`src/fault_edge_priority_counters_defines.svh`:
```
// assertion macros for the fault edge priority counters
`ifndef FAULT_EDGE_PRIORITY_COUNTERS_DEFINES_SVH
`define FAULT_EDGE_PRIORITY_COUNTERS_DEFINES_SVH

// same-cycle implication
`define FEPC_ASSERT_NOW(label, clk, rst, ante, cons) \
  label: assert property (@(posedge clk) disable iff (rst) (ante) |-> (cons)) \
    else $error("fepc check failed");

// next-cycle implication
`define FEPC_ASSERT_NEXT(label, clk, rst, ante, cons) \
  label: assert property (@(posedge clk) disable iff (rst) (ante) |=> (cons)) \
    else $error("fepc check failed");

`endif

```
`src/fepc_pkg.sv`:
```
// types, constants and the bit-to-slot table of the fault edge priority counters
package fepc_pkg;

  localparam int unsigned VecW   = 24;
  localparam int unsigned CountW = 4;
  localparam int unsigned IdW    = 5;

  localparam logic [VecW-1:0]   VecMask    = 24'h7F7FFF;
  localparam int unsigned       ForceBit   = 20;
  localparam logic [CountW-1:0] LimitReset = 4'd10;
  localparam logic [7:0]        NoSlot     = 8'hFF;

  typedef enum logic {
    CMD_REGISTER = 1'b0,
    CMD_FETCH    = 1'b1
  } command_t;

  typedef struct packed {
    logic [IdW-1:0] fault_id;
    logic           fault_found;
    logic           all_clear;
  } result_t;

  localparam logic [7:0] SlotOfBit [VecW] = '{
    8'd3,  8'd5,  8'd4,  8'd6,  8'd18, 8'd17, 8'd16, 8'd15,
    8'd2,  8'd7,  8'd10, 8'd20, 8'd19, 8'd9,  8'd8,  NoSlot,
    8'd14, 8'd13, 8'd12, 8'd11, 8'd1,  8'd21, 8'd22, NoSlot
  };

endpackage

```
`src/fepc_if.sv`:
```
// valid/ready channels for request and result words
interface fepc_req_if;
  logic                        valid;
  logic                        ready;
  logic                        command;
  logic [fepc_pkg::VecW-1:0]   diag_code;

  modport source (output valid, output command, output diag_code, input ready);
  modport sink (input valid, input command, input diag_code, output ready);
endinterface

interface fepc_rsp_if;
  logic                        valid;
  logic                        ready;
  logic [fepc_pkg::IdW-1:0]    fault_id;
  logic                        fault_found;
  logic                        all_clear;

  modport source (output valid, output fault_id, output fault_found, output all_clear,
                  input ready);
  modport sink (input valid, input fault_id, input fault_found, input all_clear,
                output ready);
endinterface

```
`src/fepc_update.sv`:
```
// next counter state, stored vector and result for one word
module fepc_update #(
  parameter int unsigned SLOT_COUNT = 24
) (
  input  logic [SLOT_COUNT-1:0][fepc_pkg::CountW-1:0] counts,
  input  logic [fepc_pkg::VecW-1:0]                   prev,
  input  logic [fepc_pkg::CountW-1:0]                 limit,
  input  logic                                        command,
  input  logic [fepc_pkg::VecW-1:0]                   diag_code,
  output logic [SLOT_COUNT-1:0][fepc_pkg::CountW-1:0] counts_next,
  output logic [fepc_pkg::VecW-1:0]                   prev_next,
  output fepc_pkg::result_t                           result
);

  localparam int unsigned IdxW = $clog2(SLOT_COUNT);

  logic [fepc_pkg::VecW-1:0] vec;
  logic [fepc_pkg::VecW-1:0] rising;
  logic [SLOT_COUNT-1:0]     hit;
  logic [SLOT_COUNT-1:0]     nonzero;
  logic [SLOT_COUNT-1:0]     first;
  logic                      seen;

  assign vec    = diag_code & fepc_pkg::VecMask;
  assign rising = vec & ~prev;

  // rising bits mapped to slots
  always_comb begin
    hit = '0;
    for (int unsigned b = 0; b < fepc_pkg::VecW; b++) begin
      if (rising[b] && (fepc_pkg::SlotOfBit[b] < 8'(SLOT_COUNT))) begin
        hit[fepc_pkg::SlotOfBit[b][IdxW-1:0]] = 1'b1;
      end
    end
  end

  // lowest nonzero slot
  always_comb begin
    seen  = 1'b0;
    first = '0;
    for (int unsigned s = 0; s < SLOT_COUNT; s++) begin
      nonzero[s] = (counts[s] != '0);
      first[s]   = nonzero[s] && !seen;
      seen       = seen || nonzero[s];
    end
  end

  always_comb begin
    counts_next        = counts;
    prev_next          = prev;
    result.fault_id    = '0;
    result.fault_found = 1'b0;
    unique case (fepc_pkg::command_t'(command))
      fepc_pkg::CMD_REGISTER: begin
        prev_next = vec;
        for (int unsigned s = 0; s < SLOT_COUNT; s++) begin
          if (hit[s] && (counts[s] < limit)) begin
            counts_next[s] = counts[s] + 1'b1;
          end
        end
        counts_next[0] = '0;
        if (vec[fepc_pkg::ForceBit]) begin
          counts_next[1] = fepc_pkg::CountW'(1);
        end
      end
      fepc_pkg::CMD_FETCH: begin
        for (int unsigned s = 0; s < SLOT_COUNT; s++) begin
          if (first[s]) begin
            counts_next[s]  = counts[s] - 1'b1;
            result.fault_id = fepc_pkg::IdW'(s);
          end
        end
        result.fault_found = seen;
      end
      default: begin
        prev_next = prev;
      end
    endcase
    result.all_clear = (prev_next == '0);
  end

endmodule

```
`src/fault_edge_priority_counters.sv`:
```
// top level of the fault edge priority counters
//
// request carries a command and a 24-bit diagnostic code; result carries
// fault_id, fault_found and all_clear, one result word per request word.
// a register word masks the code, counts each newly risen bit in its slot
// (saturating at count_limit), clears slot 0 and pins slot 1 to one when
// bit 20 is set; a fetch word returns and decrements the lowest busy slot.
// count_limit is loaded through cfg_wr_en / cfg_wr_data; the user must load it
// only while idle, as the block does not enforce this. a request word is held in
// an input register, processed in a single pass of logic as it moves into the
// result register, and shows up on result from there. one word per cycle is
// sustained while result.ready stays high.
// the result register holds while result.ready is low; the input register
// keeps taking words until it is full, then request.ready drops.
// reset clears the stored vector, all counters, both valid flags and sets
// count_limit to 10.
module fault_edge_priority_counters #(
  parameter int unsigned SLOT_COUNT = 24
) (
  input  logic                         clk,
  input  logic                         rst,
  fepc_req_if.sink                     request,
  fepc_rsp_if.source                   result,
  input  logic                         cfg_wr_en,
  input  logic [fepc_pkg::CountW-1:0]  cfg_wr_data
);

  `include "fault_edge_priority_counters_defines.svh"

  logic [SLOT_COUNT-1:0][fepc_pkg::CountW-1:0] counts;
  logic [SLOT_COUNT-1:0][fepc_pkg::CountW-1:0] counts_next;
  logic [fepc_pkg::VecW-1:0]                   prev;
  logic [fepc_pkg::VecW-1:0]                   prev_next;
  logic [fepc_pkg::CountW-1:0]                 limit;

  logic                      held_valid;
  logic                      held_command;
  logic [fepc_pkg::VecW-1:0] held_diag;
  logic                      out_valid;
  fepc_pkg::result_t         out_word;
  fepc_pkg::result_t         update_word;
  logic                      advance;
  logic                      force_hit;

  assign advance       = held_valid && (!out_valid || result.ready);
  assign request.ready = !held_valid || advance;

  fepc_update #(
    .SLOT_COUNT(SLOT_COUNT)
  ) u_update (
    .counts      (counts),
    .prev        (prev),
    .limit       (limit),
    .command     (held_command),
    .diag_code   (held_diag),
    .counts_next (counts_next),
    .prev_next   (prev_next),
    .result      (update_word)
  );

  always_ff @(posedge clk) begin
    if (rst) begin
      limit <= fepc_pkg::LimitReset;
    end else if (cfg_wr_en) begin
      limit <= cfg_wr_data;
    end
  end

  always_ff @(posedge clk) begin
    if (rst) begin
      held_valid <= 1'b0;
    end else if (request.ready) begin
      held_valid <= request.valid;
    end
  end

  always_ff @(posedge clk) begin
    if (request.valid && request.ready) begin
      held_command <= request.command;
      held_diag    <= request.diag_code;
    end
  end

  always_ff @(posedge clk) begin
    if (rst) begin
      counts <= '0;
      prev   <= '0;
    end else if (advance) begin
      counts <= counts_next;
      prev   <= prev_next;
    end
  end

  always_ff @(posedge clk) begin
    if (rst) begin
      out_valid <= 1'b0;
    end else if (advance) begin
      out_valid <= 1'b1;
    end else if (result.ready) begin
      out_valid <= 1'b0;
    end
  end

  always_ff @(posedge clk) begin
    if (advance) begin
      out_word <= update_word;
    end
  end

  assign result.valid       = out_valid;
  assign result.fault_id    = out_word.fault_id;
  assign result.fault_found = out_word.fault_found;
  assign result.all_clear   = out_word.all_clear;

  assign force_hit = advance && (held_command == fepc_pkg::CMD_REGISTER)
                     && held_diag[fepc_pkg::ForceBit];

  `FEPC_ASSERT_NOW(a_slot0_zero, clk, rst, 1'b1, counts[0] == '0)
  `FEPC_ASSERT_NEXT(a_force_slot1, clk, rst, force_hit, counts[1] == fepc_pkg::CountW'(1))
  `FEPC_ASSERT_NOW(a_found_nonzero, clk, rst, out_valid && out_word.fault_found, out_word.fault_id != '0)
  `FEPC_ASSERT_NEXT(a_clear_match, clk, rst, advance, out_word.all_clear == (prev == '0))

endmodule
```
`src/flat_wrapper.sv`:
```
// flat-port wrapper written by rule: the top's interface ports become plain ports
module fault_edge_priority_counters_flat 
#(
  parameter int unsigned SLOT_COUNT = 24
)
  (clk, rst, cfg_wr_en, cfg_wr_data, request_valid, request_command, request_diag_code, request_ready, result_valid, result_fault_id, result_fault_found, result_all_clear, result_ready);
  fepc_req_if request_i ();
  fepc_rsp_if result_i ();
  input  logic clk;
  input  logic rst;
  input  logic cfg_wr_en;
  input  logic [fepc_pkg::CountW-1:0] cfg_wr_data;
  input wire logic [$bits(request_i.valid)-1:0] request_valid;
  input wire logic [$bits(request_i.command)-1:0] request_command;
  input wire logic [$bits(request_i.diag_code)-1:0] request_diag_code;
  output wire logic [$bits(request_i.ready)-1:0] request_ready;
  output wire logic [$bits(result_i.valid)-1:0] result_valid;
  output wire logic [$bits(result_i.fault_id)-1:0] result_fault_id;
  output wire logic [$bits(result_i.fault_found)-1:0] result_fault_found;
  output wire logic [$bits(result_i.all_clear)-1:0] result_all_clear;
  input wire logic [$bits(result_i.ready)-1:0] result_ready;
  assign request_i.valid = request_valid;
  assign request_i.command = request_command;
  assign request_i.diag_code = request_diag_code;
  assign request_ready = request_i.ready;
  assign result_valid = result_i.valid;
  assign result_fault_id = result_i.fault_id;
  assign result_fault_found = result_i.fault_found;
  assign result_all_clear = result_i.all_clear;
  assign result_i.ready = result_ready;
  fault_edge_priority_counters #(.SLOT_COUNT(SLOT_COUNT)) u_core (.clk(clk), .rst(rst), .request(request_i), .result(result_i), .cfg_wr_en(cfg_wr_en), .cfg_wr_data(cfg_wr_data));
endmodule
```
`config.mk`:
```
export PLATFORM = sky130hd
export DESIGN_NAME = fault_edge_priority_counters_flat
export DESIGN_NICKNAME = d
export VERILOG_FILES = /design/src/fepc_pkg.sv /design/src/fepc_if.sv /design/src/fepc_update.sv /design/src/fault_edge_priority_counters.sv /design/src/flat_wrapper.sv
export VERILOG_INCLUDE_DIRS = /design/src /design/src/src
export SDC_FILE = /design/constraint.sdc
export NUM_CORES = 1
export LEC_CHECK = 0
export ABC_CLOCK_PERIOD_IN_PS = 5900
export BUFFER_PORTS_ARGS = -buffer_cell sky130_fd_sc_hd__buf_2
export CAP_MARGIN = 10
export CORE_MARGIN = 1.5
export CORE_UTILIZATION = 50
export DETAILED_ROUTE_END_ITERATION = 10
export PLACE_DENSITY_LB_ADDON = 0.12
export SETUP_SLACK_MARGIN = 0.1
export SYNTH_ARGS = -nofsm -noshare
export SYNTH_HDL_FRONTEND = slang
export SYNTH_HIERARCHICAL = 1
export SYNTH_SLANG_ARGS = --single-unit
export TNS_END_PERCENT = 50
```
`constraint.sdc`:
```
create_clock -name clk -period 5.9 [get_ports clk]
set_clock_uncertainty 0.05 [all_clocks]
set_input_delay 0.295 -clock clk [delete_from_list [all_inputs] [get_ports clk]]
set_output_delay 0.295 -clock clk [all_outputs]
set_load 0.05 [all_outputs]
```
# Yosys cells after proc, flatten, opt, wreduce, memory -nomap -nowiden
# Index checks and enable logic that the tools add are counted.
# totals
mem_count	0
reg_bits	157
wordCells	395
ramBits	0
mem_bits_ro	0
in_bits	34
latchBits	0
# classes
n_addsub	46
n_bitwise	3
div_mod_pow	0
mux	96
magnitude_cmp	22
reduce_logical	148
n_mul	0
n_shift	0
n_eq_ne	46
# ops
operator	n
one-hot mux 96 bit (2 select lines)	1
2-to-1 mux 4 bit	47
2-to-1 mux 5 bit	22
nonzero test 4 bit	24
subtractor 4 x 1 -> 4 bit (second input constant)	24
inequality test 2 bit (second input constant)	45
adder 4 x 1 -> 4 bit (second input constant)	22
< comparator 4 bit	22
AND reduction 3 bit	23
logical AND 1 bit	47
logical NOT 1 bit	25
logical OR 1 bit	25
2-to-1 mux 1 bit	25
logical NOT 24 bit	1
2-to-1 mux 24 bit	1
AND 23 bit	1
inverter 23 bit	1
OR reduction 9 bit	1
inequality test 3 x 2 -> 1 bit (second input constant)	1
AND reduction 2 bit	1
nonzero test 2 bit	1
inverter 1 bit	1

# Logic depth before layout (Yosys ltp)
# Gate-level depths: netlist (run 1).
# depth
depth_word	27
ltp_mapped	11
depth_no_buf	10

# Modules after synthesis
# Netlist (run 1), hierarchy kept.
# by_module_without_submodules
module	cells_per_inst	instances	area_each_um2
fault_edge_priority_counters	575	1	6525.0
fepc_update	789	1	5869.4

# Least setup slack after synthesis (run 1)
# No wires, ideal clock.
# synth_path
path_kind	reg2reg
start	register u_core/counts[13] in the netlist's numbering
end	register u_core/counts[85] in the netlist's numbering
stages_incl_launch_ff	11
slack_ns	3.235
path_buffers	0
arrival_time_ns	2.544
required_time_ns	5.778
cell_sequence	dfxtp_1 > inv_1 > ha_1 > or3b_2 > nor4_1 > nand4_1 > nor3_1 > mux2_2 > mux2i_1 > nand2b_1 > mux2i_1
# synth_between
elab_chain_len	23
# synth_lines
item	line	rtl
from (decl)	fault_edge_priority_counters.sv:30	logic [SLOT_COUNT-1:0][fepc_pkg::CountW-1:0] counts;
from (signal assigned)	fault_edge_priority_counters.sv:89	counts <= counts_next;
nonzero test 4 bit	fepc_update.sv:42	nonzero[s] = (counts[s] != '0);
logical OR 1 bit (18 in a row)	fepc_update.sv:44	seen = seen || nonzero[s];
logical NOT 1 bit	fepc_update.sv:43	first[s] = nonzero[s] && !seen;
logical AND 1 bit	fepc_update.sv:43	
inequality test 2 bit (no source line)	n/a	
AND reduction 3 bit (no source line)	n/a	
# Every way passes these cells.
# A chain may end at the register's enable or synchronous reset.

# Worst setup path after layout (run 1)
# layout_path
start	register u_core/counts[49] in the netlist's numbering
end	register u_core/counts[83] in the netlist's numbering
# layout_between
elab_chain_len	13
# layout_lines
item	line
nonzero test 4 bit	fepc_update.sv:42
logical OR 1 bit (8 in a row)	fepc_update.sv:44
logical NOT 1 bit	fepc_update.sv:43
logical AND 1 bit	fepc_update.sv:43
inequality test 2 bit (no source line)	n/a
AND reduction 3 bit (no source line)	n/a
# Every way passes these cells.

==> results of run 1 <==
-- routing by layer --
layer | GRT usage [%] | routed length [um] | vias up
met3 | 3.14 | 706 | 12
met4 | 4.84 | 190 | 0
met1 | 29.5 | 13800 | 4455
met2 | 38.6 | 13300 | 114
li1 | - | - | 4886
met5 | 0 | 0 | -
-- sequential cells by signal, summed over array words and instances, names as in the netlist --
name and count:
u_core/counts 96, u_core/result.fault_id 5, u_core/result.valid 1, u_core/held_command 1, u_core/result.all_clear 1, u_core/result.fault_found 1, u_core/held_valid 1, u_core/prev 24
u_core/limit 4, u_core/held_diag 22
-- power by group through the flow --
stage | logic (mW) | registers, mW | clock network [mW]
after floorplan | 0.516 | 1.20 | 0
after global placement | 0.683 | 1.20 | 0
after detailed placement | 0.691 | 1.20 | 0
after CTS | 0.707 | 1.18 | 1.11
after global routing | 0.774 | 1.18 | 1.16
final | 0.706 | 1.18 | 1.09
-- what timing repair did --
action	in CTS	in global routing
endpoints found under the setup margin	0	0
hold buffers	24	0
hold endpoints to repair	24	0
-- metrics by stage --
stage          worst slack (ps)  total power [mW]
2_1_floorplan              3230              1.72
3_3_place_gp               2610              1.88
3_5_place_dp               2530              1.89
4_1_cts                    2500              2.99
5_1_grt                    2160              3.11
6_report                   2420              2.97
-- how the worst max path moves through the flow --
stage / from / to / slack [ps] / cells after the start
2_1_floorplan: u_core/counts[13] / u_core/counts[85] / 3230 / 10
3_3_place_gp: u_core/counts[49] / u_core/counts[83] / 2610 / 10
3_5_place_dp: u_core/counts[49] / u_core/counts[83] / 2530 / 10
4_1_cts: u_core/counts[49] / u_core/counts[83] / 2500 / 10
5_1_grt: u_core/counts[49] / u_core/counts[83] / 2160 / 10
6_report: u_core/counts[49] / u_core/counts[83] / 2420 / 10
-- worst reg2reg max path, delay by kind of cell (launching register included) --
kind,cells,cell delay (ps)
AOI/OAI and AO/OA,1,100
xor gates and xnor gates,1,180
adders and majority gates,1,170
buffers and inverters,1,100
DFF,1,370
muxes,1,70
and+or+nand+nor,5,2310
-- cells in the final DEF, fill, tap and decap left out, drive strengths merged, types with 17 or more instances in the layout --
cell type / n
dlygate4sd3: 24
nor3: 38
inv: 64
mux2i: 146
nor3b: 22
nand2b: 263
nor2: 60
buf: 49
o21ai: 22
ha: 108
nor4: 29
edfxtp: 30
o22ai: 17
clkbuf: 19
mux2: 34
a21oi: 43
dfxtp: 126
nand2: 47
a21o: 42
or3b: 21
xnor2: 64
-- layout make-up --
type,instances,area (um2),share of cell area [%]
flip-flops and latches,156,3420,25.3
repair buffers,73,523,3.86
multi-input cells,1092,8410,62.1
clock inverters,13,100,0.739
inverters,56,210,1.55
clock buffers,19,475,3.51
well taps,324,405,2.99
==> impl_metrics.tcl, run 1 <==
set metrics [dict create \
    numCtsBuffers 17 \
    crit_family "simple AND/OR/NAND/NOR gates" \
    die_area_um2 25600 \
    hold-worst-slack_ps 15.2 \
    timing.final.crit_share_pct 59.0 \
    power_frac_seq_pct 39.6 \
    overflow 0 \
    path_class "reg2reg" \
    dr.pass1.iters 5 \
    clk_path_buf_depth 2 \
    cts.htree.levels 4 \
    vias 9467 \
    r2r_slack_ps 2420 \
    synthCells 1362 \
    crit_chain "inv_1 > ha_1 > nor3b_1 > nand4_1 > nor3_1 > and4_1 > a22oi_1 > xnor2_1 > nand2b_1 > mux2i_1" \
    cts_resized 0 \
    core_area_um2 24200 \
    relSlewSlack_pct 24.8 \
    antenna-diode-count 0 \
    dp.cells 1677 \
    final_net_count 1538 \
    layout.cells.non_filler 1733 \
    syn_to_final_growth_pct 9.87 \
    die_x_um 160 \
    swShare_pct 31.9 \
    setup_viol 0 \
    rows 57 \
    reg2reg_depth 10 \
    cts_setup_buffers 0 \
    worstReg2RegEnd "u_core/counts[83]" \
    hpwl_um 18000 \
    gp_congestion 0.826 \
    worst_pin_slew_ps 1130 \
    grt_start_max_net_pins 149 \
    min_from "cfg_wr_data[1]" \
    netlist_area_um2 12300 \
    rsz0062_at_grt "false" \
    utilization_pct 55.9 \
    yosys_warnings 6 \
    drt_iter0_drc 517 \
    grtUsageTotal_pct 22.3 \
    crit_path_max_fanout 7 \
    ir_worst_vdd_uv 152 \
    p_switching_mw 0.945 \
    clockRootBuffer "clkbuf_16" \
    initial_core_util_pct 50.9 \
    slowest_delay_ps 730 \
    combPwrFrac_pct 23.8 \
    holdPathStages 2 \
    clock-sinks 156 \
    clk_pin_slew_ps 70 \
    start_kind "flip-flop" \
    whs_endpoint "u_core/limit[1]" \
    cap_violations 0 \
    end_kind "flip-flop" \
    die_h_um 160 \
    regToRegStartpoint "u_core/counts[49]" \
    grt_first_pass_wirelength_um 46200 \
    critical_path_required_ps 6140 \
    final_design_area_no_fill_um2 13600 \
    fillCellCount 2280 \
    path_buf_inv 1 \
    fmaxAchievable_ghz 0.287 \
    p_clk_share_pct 36.6 \
    post_dp_cell_area_um2 12700 \
    cts_tree "built" \
    port_buffers 40 \
    leakage_nw 5.44 \
    io_pins 43 \
    synthesis.nets 1504 \
    syn_area_per_cell_um2 9.06 \
    insertion_delay_ps 440 \
    slew_violations 0 \
    drc 0 \
    wl_per_cell_um 16.2 \
    layout-drive-gt1-share_pct 11.3 \
    antenna_found_initial 0 \
    fin_crit_ps 3480 \
    hold_violations 0 \
    internal_power_mw 2.02 \
    ant_nets 0 \
    wl_um 28100 \
    hp-class "in2reg" \
    outcome "finished, final reports clean" \
    finalSetupTns_ps 0 \
    slowest_stage "nor3b_1" \
    power_density_nw_per_um2 219 \
    grt_pass1_vias 8966 \
    cp.arrival_ps 3720 \
    vias_per_cell 5.46 \
]
Power figures use the tool's default switching activity.
==> run 2: changes to the inputs <==
--- a/config.mk
+++ b/config.mk
@@ -6,7 +6,7 @@
 export SDC_FILE = /design/constraint.sdc
 export NUM_CORES = 1
 export LEC_CHECK = 0
-export ABC_CLOCK_PERIOD_IN_PS = 5900
+export ABC_CLOCK_PERIOD_IN_PS = 3400
 export BUFFER_PORTS_ARGS = -buffer_cell sky130_fd_sc_hd__buf_2
 export CAP_MARGIN = 10
 export CORE_MARGIN = 1.5
==> constraint.sdc (replaced) <==
create_clock -name clk -period 3.4 [get_ports clk]
set_clock_uncertainty 0.05 [all_clocks]
set_input_delay 0.17 -clock clk [delete_from_list [all_inputs] [get_ports clk]]
set_output_delay 0.17 -clock clk [all_outputs]
set_load 0.05 [all_outputs]
==> run 2 against run 1 <==
Against the previous run:
- wire length is 2.9% higher
- sequential share of layout area is 0.49 points lower
- global-route usage is 0.74 points higher
- critical path type unchanged
- critical endpoint is now u_core/counts[85]
- non-clock buffer count is 22 higher
==> impl_metrics.tcl, run 2 (synthesized netlist as in run 1, its figures left out) <==
set metrics [dict create \
    io_pins 43 \
    start_kind "flip-flop" \
    crit_chain "inv_1 > ha_1 > or3b_2 > nor4_1 > nand2_1 > nor3_1 > mux2_2 > mux2i_1 > nand2b_1 > mux2i_1" \
    ir_worst_vdd_uv 265 \
    drt_iter0_drc 519 \
    grt_first_pass_wirelength_um 47700 \
    path_class "reg2reg" \
    fin_crit_ps 3120 \
    hold_violations 0 \
    layout-drive-gt1-share_pct 12.3 \
    grtUsageTotal_pct 23.1 \
    worstReg2RegEnd "u_core/counts[85]" \
    holdPathStages 3 \
    largest_reg_flops 96 \
    dp.cells 1692 \
    crit_path_max_fanout 7 \
    worst_pin_slew_ps 1120 \
    clk_pin_slew_ps 70 \
    core_area_um2 24200 \
    power_density_nw_per_um2 387 \
    top_regs "u_core/counts x96, u_core/prev x24, u_core/held_diag x22" \
    insertion_delay_ps 440 \
    wl_um 28900 \
    outcome "finished, final reports clean" \
    regArea_um2 3420 \
    whs_endpoint "u_core/limit[0]" \
    timing.final.crit_share_pct 91.7 \
    slowest_stage "nor4_1" \
    relSlewSlack_pct 25.2 \
    r2r_slack_ps 280 \
    ant_nets 0 \
    multi_input_area_um2 8430 \
    finalSetupTns_ps 0 \
    hpwl_um 19100 \
    dr.pass1.iters 4 \
    grt_start_max_net_pins 107 \
    syn_to_final_growth_pct 12.1 \
    min_from "cfg_wr_en" \
    wl_per_cell_um 16.4 \
    top_register "u_core/counts" \
    regToRegStartpoint "u_core/counts[69]" \
    grt_pass1_vias 9180 \
    vias 9664 \
    antenna_found_initial 0 \
    end_kind "flip-flop" \
    cpMostUsedCell "mux2i_1" \
    die_h_um 160 \
    gp_congestion 0.828 \
    cts_setup_buffers 0 \
    final_net_count 1560 \
    cap_violations 0 \
    cp.arrival_ps 3430 \
    setup_viol 0 \
    rsz0062_at_grt "true" \
    drc 0 \
    numCtsBuffers 17 \
    clock-sinks 156 \
    leakage_nw 5.56 \
    reg2reg_depth 10 \
    clockRootBuffer "clkbuf_16" \
    mostFrequentLayoutCell "nand2b_1" \
    total_power_mw 5.35 \
    rows 57 \
    fmaxAchievable_ghz 0.321 \
    fillCellCount 2183 \
    final_cell_mix "nand2b_1, mux2i_1, dfxtp_1, ha_1, xnor2_1" \
    vias_per_cell 5.51 \
    die_x_um 160 \
    port_buffers 40 \
    overflow 0 \
    die_area_um2 25600 \
    critical_path_required_ps 3720 \
    hp-class "in2reg" \
    initial_core_util_pct 50.9 \
    layout.cells.non_filler 1755 \
    cts_tree "built" \
    antenna-diode-count 0 \
    slew_violations 0 \
    cts.htree.levels 4 \
    clk_path_buf_depth 2 \
    slowest_delay_ps 580 \
]
run 2: changes by cell type in the layout (fill, tap and decap cells not counted), sizes merged:
| cell | change |
|---|---|
| buf | +15 |
| bufinv | +1 |
| clkbuf | +1 |
| dlygate4sd3 | +7 |
| inv | -2 |
run 2: what timing repair did:
item | 4_1_cts | 5_1_grt
hold buffers | 31 | 0
endpoints found under the hold margin | 29 | 0
endpoints found under the setup margin | 0 | 7
resized for setup | 0 | 2
run 2: worst max-delay path: cells and delay by family (launching register included):
family        cells  cell delay (ps)
fa+ha+maj         1              180
mux               3              620
simple gates      5             1730
flops             1              380
buf+inv           1              100
run 2: per-stage QoR:
stage / hold WS [ps] / setup WS (ps) / cell area (um2) / utilization (%)
after floorplan: 219 / 735 / 12300 / -
after global placement: 298 / 324 / 12900 / 53.1
after detailed placement: 298 / 269 / 12900 / 53.1
after CTS: 16.5 / 270 / 13800 / 57.0
after global routing: 36.5 / 76.4 / 13800 / 57.0
final: 24.7 / 283 / 13800 / 57.0
run 2: final cells by class:
cell class | count | share of cell area [%]
multi-input combinational | 1092 | 61.0
sequential | 156 | 24.8
timing repair buffer | 95 | 5.38
clock buffer | 20 | 3.54
tap | 324 | 2.93
inverter | 56 | 1.52
clock inverter | 12 | 0.896
run 2: metal layers:
layer | track usage, % | part of all wire (%) | vias up
met1 | 31.6 | 49 | 4530
met5 | 0 | 0 | -
li1 | - | - | 4943
met3 | 3.06 | 3.1 | 39
met2 | 37.3 | 45 | 152
met4 | 7.99 | 2.5 | 0
run 2: worst max path at each step:
stage                                  from  depth (start not counted)                 to  slack [ps]
after floorplan           u_core/counts[13]                         10  u_core/counts[85]         730
after global routing      u_core/counts[20]                         11  u_core/counts[46]          80
final                     u_core/counts[69]                         10  u_core/counts[85]         280
after CTS                 u_core/counts[29]                         10  u_core/counts[90]         270
after detailed placement  u_core/counts[69]                         10  u_core/counts[90]         270
after global placement    u_core/counts[69]                         10  u_core/counts[90]         320
run 2: power breakdown:
part / internal, mW / leakage (nW) / switching, mW
Sequential: 1.96 / 1.31 / 0.0767
Clock: 1.14 / 0.302 / 0.883
Combinational: 0.558 / 3.95 / 0.737
Total: 3.65 / 5.56 / 1.70
